--- src/hw/rtl/assert_macros.svh ---
// Assertion macros shared by the predictor RTL.
// Depends on nothing; included by the files that carry assertions.
`ifndef ASSERT_MACROS_SVH
`define ASSERT_MACROS_SVH

// Consequent checked in the same cycle as the antecedent.
`define ASSERT_SAME(lbl, clk, rstn, ante, cons) \
	lbl: assert property (@(posedge clk) disable iff (!rstn) (ante) |-> (cons)) \
		else $error("same-cycle check failed");

// Consequent checked in the cycle after the antecedent.
`define ASSERT_NEXT(lbl, clk, rstn, ante, cons) \
	lbl: assert property (@(posedge clk) disable iff (!rstn) (ante) |=> (cons)) \
		else $error("next-cycle check failed");

`endif

--- src/hw/rtl/sfpp_pkg.sv ---
// Types and constants for the stereo fixed polynomial predictor.
// Depends on nothing; used by every module of the block.
package sfpp_pkg;

	localparam int unsigned FIELD_BITS = 16;
	localparam int unsigned DATA_BITS  = 2 * FIELD_BITS;
	localparam int unsigned APB_BITS   = 32;
	localparam int unsigned ADDR_BITS  = 3;

	// Register indexes, taken from paddr[2].
	localparam logic REG_ORDER = 1'b0;
	localparam logic REG_DIR   = 1'b1;

	localparam logic [1:0] ORD_ZERO  = 2'd0;
	localparam logic [1:0] ORD_ONE   = 2'd1;
	localparam logic [1:0] ORD_TWO   = 2'd2;
	localparam logic [1:0] ORD_THREE = 2'd3;

	localparam logic [1:0] WARM_MAX  = 2'd3;

	typedef struct packed {
		logic [1:0] order;
		logic       dir;
	} cfg_t;

	typedef struct packed {
		logic       load;
		logic       warm;
		logic       dec;
		logic [1:0] ord;
	} chan_ctrl_t;

endpackage

--- src/hw/rtl/sfpp_cfg.sv ---
// Configuration register file with an APB-style port.
// Depends on sfpp_pkg for the register indexes and the cfg_t type.
module sfpp_cfg (
	input  logic                           clk,
	input  logic                           arst_n,
	input  logic                           psel,
	input  logic                           penable,
	input  logic                           pwrite,
	input  logic [sfpp_pkg::ADDR_BITS-1:0] paddr,
	input  logic [sfpp_pkg::APB_BITS-1:0]  pwdata,
	output logic [sfpp_pkg::APB_BITS-1:0]  prdata,
	output logic                           pready,
	output sfpp_pkg::cfg_t                 cfg
);
	import sfpp_pkg::*;

	logic [1:0] order_q;
	logic       dir_q;
	logic       wr_en;

	assign pready = 1'b1;
	assign wr_en  = psel && penable && pwrite && pready;

	always_ff @(posedge clk or negedge arst_n) begin
		if (!arst_n) begin
			order_q <= ORD_ONE;
			dir_q   <= 1'b0;
		end else if (wr_en) begin
			case (paddr[2])
				REG_ORDER: order_q <= pwdata[1:0];
				REG_DIR:   dir_q   <= pwdata[0];
				default:   ;
			endcase
		end
	end

	always_comb begin
		case (paddr[2])
			REG_ORDER: prdata = {{(APB_BITS-2){1'b0}}, order_q};
			REG_DIR:   prdata = {{(APB_BITS-1){1'b0}}, dir_q};
			default:   prdata = '0;
		endcase
	end

	assign cfg.order = order_q;
	assign cfg.dir   = dir_q;

endmodule

--- src/hw/rtl/sfpp_chan.sv ---
// One channel of the predictor: three-sample history and the residual datapath.
// Depends on sfpp_pkg for chan_ctrl_t and the order codes.
`include "assert_macros.svh"

module sfpp_chan #(
	parameter int unsigned SAMPLE_BITS = 16
) (
	input  logic                   clk,
	input  logic                   arst_n,
	input  sfpp_pkg::chan_ctrl_t   ctrl,
	input  logic [SAMPLE_BITS-1:0] din,
	output logic [SAMPLE_BITS-1:0] res
);
	import sfpp_pkg::*;

	logic [SAMPLE_BITS-1:0] h0_q;
	logic [SAMPLE_BITS-1:0] h1_q;
	logic [SAMPLE_BITS-1:0] h2_q;
	logic [SAMPLE_BITS-1:0] pred;
	logic [SAMPLE_BITS-1:0] sample;

	always_comb begin
		case (ctrl.ord)
			ORD_ONE: pred = h0_q;
			ORD_TWO: pred = (h0_q << 1) - h1_q;
			default: pred = (h0_q << 1) + h0_q - ((h1_q << 1) + h1_q) + h2_q;
		endcase
	end

	always_comb begin
		if (ctrl.warm) begin
			sample = din;
			res    = din;
		end else if (ctrl.dec) begin
			sample = din + pred;
			res    = sample;
		end else begin
			sample = din;
			res    = din - pred;
		end
	end

	always_ff @(posedge clk or negedge arst_n) begin
		if (!arst_n) begin
			h0_q <= '0;
			h1_q <= '0;
			h2_q <= '0;
		end else if (ctrl.load) begin
			h2_q <= h1_q;
			h1_q <= h0_q;
			h0_q <= sample;
		end
	end

	`ASSERT_NEXT(a_warm_keeps_input, clk, arst_n, ctrl.load && ctrl.warm, h0_q == $past(din))
	`ASSERT_NEXT(a_hist_shift, clk, arst_n, ctrl.load, h1_q == $past(h0_q) && h2_q == $past(h1_q))
	`ASSERT_SAME(a_warm_passes, clk, arst_n, ctrl.load && ctrl.warm, res == din)

endmodule

--- src/hw/rtl/stereo_fixed_polynomial_predictor.sv ---
// Stereo fixed polynomial predictor: one stereo frame in, one frame out.
// Each frame on the slave stream carries left and right values; in encode
// direction they are samples and the result is the prediction residual, in
// decode direction they are residuals and the result is the sample.
// s_tuser high marks the first frame of a new stream and restarts warm-up:
// the first 'order' frames of a stream (three for order 0) pass unchanged.
// Registers over APB: order at address 0, direction at address 4. The user
// must see that they are written only while no transaction is in flight;
// the block itself does not enforce this. An accepted frame is captured
// in the input register and then moves on to the output register, which
// drives m_tvalid. Throughput is one frame per cycle while the receiver
// does not stall; each channel closes its history loop through the
// predictor adder. A stalled receiver holds the output register; the
// input register still takes a frame while the output one is free or
// being drained, and s_tready falls once both are full. Reset clears the
// histories, the warm-up count, both stages and sets the order to one and
// the direction to encode. Depends on sfpp_pkg, sfpp_cfg and sfpp_chan.
`include "assert_macros.svh"

module stereo_fixed_polynomial_predictor #(
	parameter int unsigned SAMPLE_BITS = 16
) (
	input  logic                            clk,
	input  logic                            arst_n,
	input  logic                            s_tvalid,
	output logic                            s_tready,
	input  logic [sfpp_pkg::DATA_BITS-1:0]  s_tdata, // left_in, right_in
	input  logic                            s_tuser, // stream_start
	output logic                            m_tvalid,
	input  logic                            m_tready,
	output logic [sfpp_pkg::DATA_BITS-1:0]  m_tdata, // left_out, right_out
	input  logic                            psel,
	input  logic                            penable,
	input  logic                            pwrite,
	input  logic [sfpp_pkg::ADDR_BITS-1:0]  paddr,
	input  logic [sfpp_pkg::APB_BITS-1:0]   pwdata,
	output logic [sfpp_pkg::APB_BITS-1:0]   prdata,
	output logic                            pready
);
	import sfpp_pkg::*;

	cfg_t                   cfg;
	chan_ctrl_t             ctrl;
	logic                   valid_s1;
	logic [FIELD_BITS-1:0]  left_s1;
	logic [FIELD_BITS-1:0]  right_s1;
	logic                   start_s1;
	logic                   out_valid_q;
	logic [DATA_BITS-1:0]   out_data_q;
	logic [1:0]             warm_q;
	logic [1:0]             warm_eff;
	logic [1:0]             ord_eff;
	logic                   advance;
	logic [SAMPLE_BITS-1:0] left_w;
	logic [SAMPLE_BITS-1:0] right_w;
	logic [SAMPLE_BITS-1:0] left_res;
	logic [SAMPLE_BITS-1:0] right_res;

	sfpp_cfg u_cfg (
		.clk     (clk),
		.arst_n  (arst_n),
		.psel    (psel),
		.penable (penable),
		.pwrite  (pwrite),
		.paddr   (paddr),
		.pwdata  (pwdata),
		.prdata  (prdata),
		.pready  (pready),
		.cfg     (cfg)
	);

	assign advance  = !out_valid_q || m_tready;
	assign s_tready = !valid_s1 || advance;

	always_ff @(posedge clk or negedge arst_n) begin
		if (!arst_n) begin
			valid_s1 <= 1'b0;
		end else if (s_tready) begin
			valid_s1 <= s_tvalid;
		end
	end

	always_ff @(posedge clk) begin
		if (s_tvalid && s_tready) begin
			left_s1  <= s_tdata[FIELD_BITS-1:0];
			right_s1 <= s_tdata[DATA_BITS-1:FIELD_BITS];
			start_s1 <= s_tuser;
		end
	end

	assign ord_eff  = (cfg.order == ORD_ZERO) ? ORD_THREE : cfg.order;
	assign warm_eff = start_s1 ? 2'd0 : warm_q;

	assign ctrl.load = valid_s1 && advance;
	assign ctrl.warm = warm_eff < ord_eff;
	assign ctrl.dec  = cfg.dir;
	assign ctrl.ord  = ord_eff;

	always_ff @(posedge clk or negedge arst_n) begin
		if (!arst_n) begin
			warm_q <= 2'd0;
		end else if (ctrl.load) begin
			warm_q <= (warm_eff == WARM_MAX) ? WARM_MAX : warm_eff + 2'd1;
		end
	end

	assign left_w  = SAMPLE_BITS'(left_s1);
	assign right_w = SAMPLE_BITS'(right_s1);

	sfpp_chan #(.SAMPLE_BITS(SAMPLE_BITS)) u_left (
		.clk    (clk),
		.arst_n (arst_n),
		.ctrl   (ctrl),
		.din    (left_w),
		.res    (left_res)
	);

	sfpp_chan #(.SAMPLE_BITS(SAMPLE_BITS)) u_right (
		.clk    (clk),
		.arst_n (arst_n),
		.ctrl   (ctrl),
		.din    (right_w),
		.res    (right_res)
	);

	always_ff @(posedge clk or negedge arst_n) begin
		if (!arst_n) begin
			out_valid_q <= 1'b0;
		end else if (advance) begin
			out_valid_q <= valid_s1;
		end
	end

	always_ff @(posedge clk) begin
		if (ctrl.load) begin
			out_data_q <= {FIELD_BITS'($signed(right_res)), FIELD_BITS'($signed(left_res))};
		end
	end

	assign m_tvalid = out_valid_q;
	assign m_tdata  = out_data_q;

	`ASSERT_NEXT(a_s1_holds, clk, arst_n, valid_s1 && !advance, valid_s1 && $stable(left_s1))
	`ASSERT_NEXT(a_accept_fills, clk, arst_n, s_tvalid && s_tready, valid_s1)
	`ASSERT_NEXT(a_load_fills_out, clk, arst_n, ctrl.load, out_valid_q)
	`ASSERT_NEXT(a_start_restarts, clk, arst_n, ctrl.load && start_s1, warm_q == 2'd1)

endmodule
--- config.mk ---
export PLATFORM = sky130hd
export DESIGN_NAME = stereo_fixed_polynomial_predictor
export DESIGN_NICKNAME = d
export VERILOG_FILES = /design/src/hw/rtl/sfpp_pkg.sv /design/src/hw/rtl/sfpp_cfg.sv /design/src/hw/rtl/sfpp_chan.sv /design/src/hw/rtl/stereo_fixed_polynomial_predictor.sv
export VERILOG_INCLUDE_DIRS = /design/src /design/src/hw/rtl
export SDC_FILE = /design/constraint.sdc
export NUM_CORES = 1
export LEC_CHECK = 0
export BUFFER_PORTS_ARGS = -buffer_cell sky130_fd_sc_hd__buf_2
export CAP_MARGIN = 20
export CORE_UTILIZATION = 57
export DETAILED_ROUTE_END_ITERATION = 10
export PLACE_DENSITY = 0.77
export SYNTH_ARGS = -nofsm -noshare
export SYNTH_HDL_FRONTEND = slang
export SYNTH_SLANG_ARGS = --single-unit
--- constraint.sdc ---
create_clock -name clk -period 8 [get_ports clk]
set_input_delay 0.8 -clock clk [delete_from_list [all_inputs] [get_ports clk]]
set_output_delay 0.8 -clock clk [all_outputs]
set_load 0.01 [all_outputs]
After elaboration in Yosys (flattened, before gate mapping)
Index checks and enable logic that the tools add are counted.
- order comparisons: 1
- reductions and logical operators: 11
- equality and inequality tests: 3
- bitwise gates (word level): 1
- muxes and demuxes: 14
- add/sub/neg operators: 15
- operators with widths (kind ; count):
    16-bit adder ; 8
    16-bit 2-to-1 mux ; 8
    16-bit subtractor ; 6
    16-bit one-hot mux with 2 select lines ; 2
    32-bit one-hot mux with 2 select lines ; 1
    2-bit 2-to-1 mux ; 3
    2-bit == test, second input constant ; 2
    1-bit logical AND ; 4
    2-bit AND reduction ; 2
    2-bit by 1-bit adder with 2-bit output, second input constant ; 1
    2-bit by 1-bit == test with 1-bit output, second input constant ; 1
    1-bit logical NOT ; 2
    2-bit logical NOT ; 1
    1-bit logical OR ; 2
    2-bit less-than comparator ; 1
    1-bit inverter ; 1
- output and inout port bits: 67
- input bits: 75
- bits in registers: 168

Longest topological paths before layout
- depth after elaboration: 7
- depth in mapped cells: 27

Cells and area by module
From an unflattened synthesis, not the netlist that was laid out.
- cells, all modules: 1742
- area total of the unflattened synthesis: 15448.6 sq um
- by module, submodules not included (module ; instances ; area an instance (sq um) ; cells an instance):
    sfpp_chan at u_left ; 1 ; 6481.2 ; 817
    sfpp_chan at u_right ; 1 ; 6368.6 ; 793
    stereo_fixed_polynomial_predictor ; 1 ; 2184.6 ; 88
    sfpp_cfg ; 1 ; 414.1 ; 44

Worst setup path before layout
Ideal clock, no wire load.
- kind: register to register
- start: register u_right.h1_q[1]
- end: register out_data_q[31], in the netlist m_tdata[31], data pin
- cell stages (with the launch flop): 24
- library setup time: 0.259 ns
- clock period less this slack: 5.833 ns
- path slack: 2.167 ns
- required time: 7.741 ns
- arrival time: 5.575 ns
- buffers on the path: 0
- path through: dfrtp_1 > fa_1 > inv_1 > fa_1 > inv_1 > fa_1 > inv_1 > ha_1 > a21o_1 > a21o_1 > a21oi_1 > inv_1 > a21oi_1 > xnor2_1 > a21o_1 > ha_1 > or4_1 > o311a_1 > a31o_1 > o311a_4 > o21a_1 > o21a_1 > mux2_2 > xor2_1
- word-level cells in the longest chain between the ends: 7
- ends and longest elaborated chain (item ; RTL line ; RTL):
    start, declared ; sfpp_chan.sv:17 ; logic [SAMPLE_BITS-1:0] h1_q;
    start signal, assigned ; sfpp_chan.sv:50 ; h1_q <= h0_q;
    16-bit adder ; sfpp_chan.sv:26 ; default: pred = (h0_q << 1) + h0_q - ((h1_q << 1) + h1_q) + h2_q;
    16-bit subtractor ; sfpp_chan.sv:26 ;
    16-bit adder ; sfpp_chan.sv:26 ;
    16-bit one-hot mux with 2 select lines * ; sfpp_chan.sv:23 ; case (ctrl.ord)
    16-bit subtractor / 16-bit adder (equally long branches) ; sfpp_chan.sv:39, sfpp_chan.sv:35 ;
    16-bit 2-to-1 mux * ; sfpp_chan.sv:34 ; end else if (ctrl.dec) begin
    16-bit 2-to-1 mux * ; sfpp_chan.sv:31 ; if (ctrl.warm) begin
    via right_res[15] ; stereo_fixed_polynomial_predictor.sv:57 ; logic [SAMPLE_BITS-1:0] right_res;
    end signal, assigned ; stereo_fixed_polynomial_predictor.sv:136 ; out_data_q <= {FIELD_BITS'($signed(right_res)), FIELD_BITS'($signed(left_res))};
    end, declared ; stereo_fixed_polynomial_predictor.sv:49 ; logic [DATA_BITS-1:0] out_data_q;
Mark *: on every way through the listed nets, which the timed path passes. The rest lies on a longest branch.
A chain may end at the register's enable or synchronous reset.

Worst setup path in the final report
Same ends and word-level chain as after synthesis.

==> metrics.cfg <==
[run_status]
status = complete, but fails checks
violations = DRC

[cells_and_area]
diodes = 0
nNetsFinal = 2088
areaGrowthSynthToFinish_pct = 7.18
drive_gt1_share_pct = 7.75

[worst_setup_path]
crit_path_max_fanout = 9
cpPeakStageDelay_ps = 530
crit_family = adder cells
path_buf_inv = 3
worstPathRequired_ps = 8200
end_kind = register
arrival_ps = 6550
crit_cells = 24
cp-start-kind = register
crit_slowest_cell = fa_1
reg2reg_depth = 24
critPathKind = register to register
cp_cell_sequence = fa_1, inv_1, fa_1, inv_1, fa_1, inv_1, ha_1, a21o_1, a21o_1, a21oi_1, o21ai_0, a41oi_1, nor2b_1, xnor2_1, mux2_2, ha_1, nor3_1, nand2b_1, nor2_1, a221o_1, o41ai_1, nor3_1, mux2_2, xor2_1

[floorplan]
num_io_pins = 142
rows = 59
die_w_um = 166
dieArea_sq_um = 27700
dieHeight_um = 166
coreArea_sq_um = 26300
initial_utilization_pct = 58.6

[cts]
cts_hold_buf = 0
cts_buffer_depth = 2
cts_setup_buffers = 0
cts-root-buf = clkbuf_16
clkLatencyLatePin_ps = 440
cts_tree = yes
numClockSinks = 168
htree_levels = 4
ctsResizeCount = 0
cts_made_buffers = 17
path_clk_slew_ps = 80

[synth]
synth.most_common_cell = inv_1
yosys.area_share.simple_pct = 11.9
synth_seq_cells = 168
synth_warnings = 0
synth.avg_cell_area_sq_um = 8.74
yosysUniqueCellTypes = 70
synthXorXnorAreaFrac_pct = 5.85
ys.flop_type = dfrtp_1
synth_top_family_by_area = adder cells
synth_area_sq_um = 15400
netlist_instances = 1763
synth_common_cells = 283 x inv_1, 161 x nand2_1, 128 x ha_1, 127 x o21ai_0, 113 x a21oi_1
synth_fa_ha_area_share_pct = 22.3
synth_compound_area_share_pct = 19.1
ys_seq_area_share_pct = 29.4
synth.area.mux_share_pct = 1.17
synth_area_leader_cell = dfrtp_1
synth-edff-count = 65
synthArstFlopShare_pct = 61.3
synth_area_leaders = dfrtp_1 17%, edfxtp_1 13%, fa_1 12%, ha_1 10%, inv_1 6.9%
synth.top_cell.area_share_pct = 16.6

[sta]
finalHoldViolCount = 0
fin_worst_skew_ps = 13.9
setup_violations = 0
worstMarginPinSlew_ps = 990
rsz0062_at_grt = no
slew_violations = 0
fin_ws_ps = 1640
fin_crit_ps = 6360
fin_setup_tns_ps = 0
whs_ps = 328
min_period_over_period_pct = 79.4
fmaxAchievable_mhz = 157
relSlewSlack_pct = 33.8

[place]
gp_congestion = 0.928
dp_hpwl_mm = 26.8
port_buffers = 78
place_ws_ps = 1770

[hold_path]
hold_path_class = input port to async pin

[detailed_routing]
first_iter_violations = 1414
drcViolationCount = 3
wl_per_cell_um = 17.4
routed_wl_mm = 37.2
dr.pass1.iters = 11
postRouteAntennaNets = 0
viasPerCell = 5.82
vias = 12500

[global_route]
grt-ovfl-total = 0
grt_pass1_wl_mm = 61.6
grt_pass1_vias = 11900
track_usage_pct = 27.8
antenna_found_initial = 0
grt_max_degree = 90

[flow_run]
maxCapViolations = 0

==> sequential cells by signal (all words and copies together), names as in the netlist <==
register and count:
left_s1 16, m_tdata 32, m_tvalid 1, right_s1 16, start_s1 1, u_cfg.dir_q 1, u_cfg.order_q 2, u_left.h0_q 16
u_left.h1_q 16, u_left.h2_q 16, u_right.h0_q 16, u_right.h1_q 16, u_right.h2_q 16, valid_s1 1, warm_q 2
==> worst paths after layout <==
path	startpoint	endpoint	slack (ps)
max	u_right.h1_q[1]	m_tdata[31]	1640
min	arst_n	u_left.h0_q[2]	330
max reg2reg	u_right.h1_q[1]	m_tdata[31]	1640
min reg2reg	u_left.h2_q[15]	u_left.h2_q[15]	510
max in group asynchronous	arst_n	u_left.h1_q[10]	6350
min in group clk	u_left.h2_q[15]	u_left.h2_q[15]	510
==> cells in the final DEF, fill, tap and decap left out, drive strengths merged, types with 4 or more instances in the layout <==
cell and count:
inv 292, clkbuf 17, o21ai 131, o21bai 20, xor2 37, mux2 8
ha 128, o21a 15, nor2b 12, nor3 34, a221oi 8, mux2i 9
and3 4, a211oi 24, nand2 161, o31ai 14, xnor2 66, nand3 21
o211ai 12, a21oi 113, nor2 100, conb 31, nand2b 22, a21o 43
nor4 8, nor3b 4, a31oi 13, or3 10, dfrtp 102, a22oi 24
edfxtp 65, fa 92, nor4b 5, buf 88, and2 8
==> final cells by class <==
class | instances | area, sq um
clock inverter | 15 | 184
sequential | 168 | 4530
fill | 2140 | 9760
inverter | 284 | 1070
timing repair buffer | 88 | 468
clock buffer | 17 | 425
tap | 335 | 419
multi-input combinational | 1234 | 9420
==> logic make-up (layout without fill, tap and decap cells) <==
group                      Yosys count  count (layout)
adders and majority gates          220             220
muxes                               17              17
xor gates and xnor gates           103             103
AOI/OAI and AO/OA                  461             461
DFF                                168             168
other                                2              31
and+or+nand+nor                    402             402
buffers and inverters              390             404
==> metal layers <==
metal	vias up	track usage [%]	wire length [um]
met1	6008	42.3	17800
met2	501	41.9	16200
met4	0	5.52	327
li1	5915	-	-
met5	-	0	0
met3	38	4.49	2910
==> worst register-to-register path, delay by kind of cell, from the launching register on <==
family	cells	cell delay (ps)
fa+ha+maj	5	2260
compound gates	7	1780
simple gates	5	630
mux	2	620
flops	1	440
xor+xnor	2	220
buf+inv	3	170
==> metrics by stage <==
step                      std cells  area [sq um]  util [%]
final                          2141         16500      62.8
after CTS                      2141         16500      62.8
after global routing           2141         16500      62.8
after global placement         2109         15900      60.5
after detailed placement       2109         15900      60.5
after floorplan                1792         15500         -
Power is left out: the tool's default activity adds up to more than one toggle a clock period on the data nets, which glitch-free logic cannot reach.
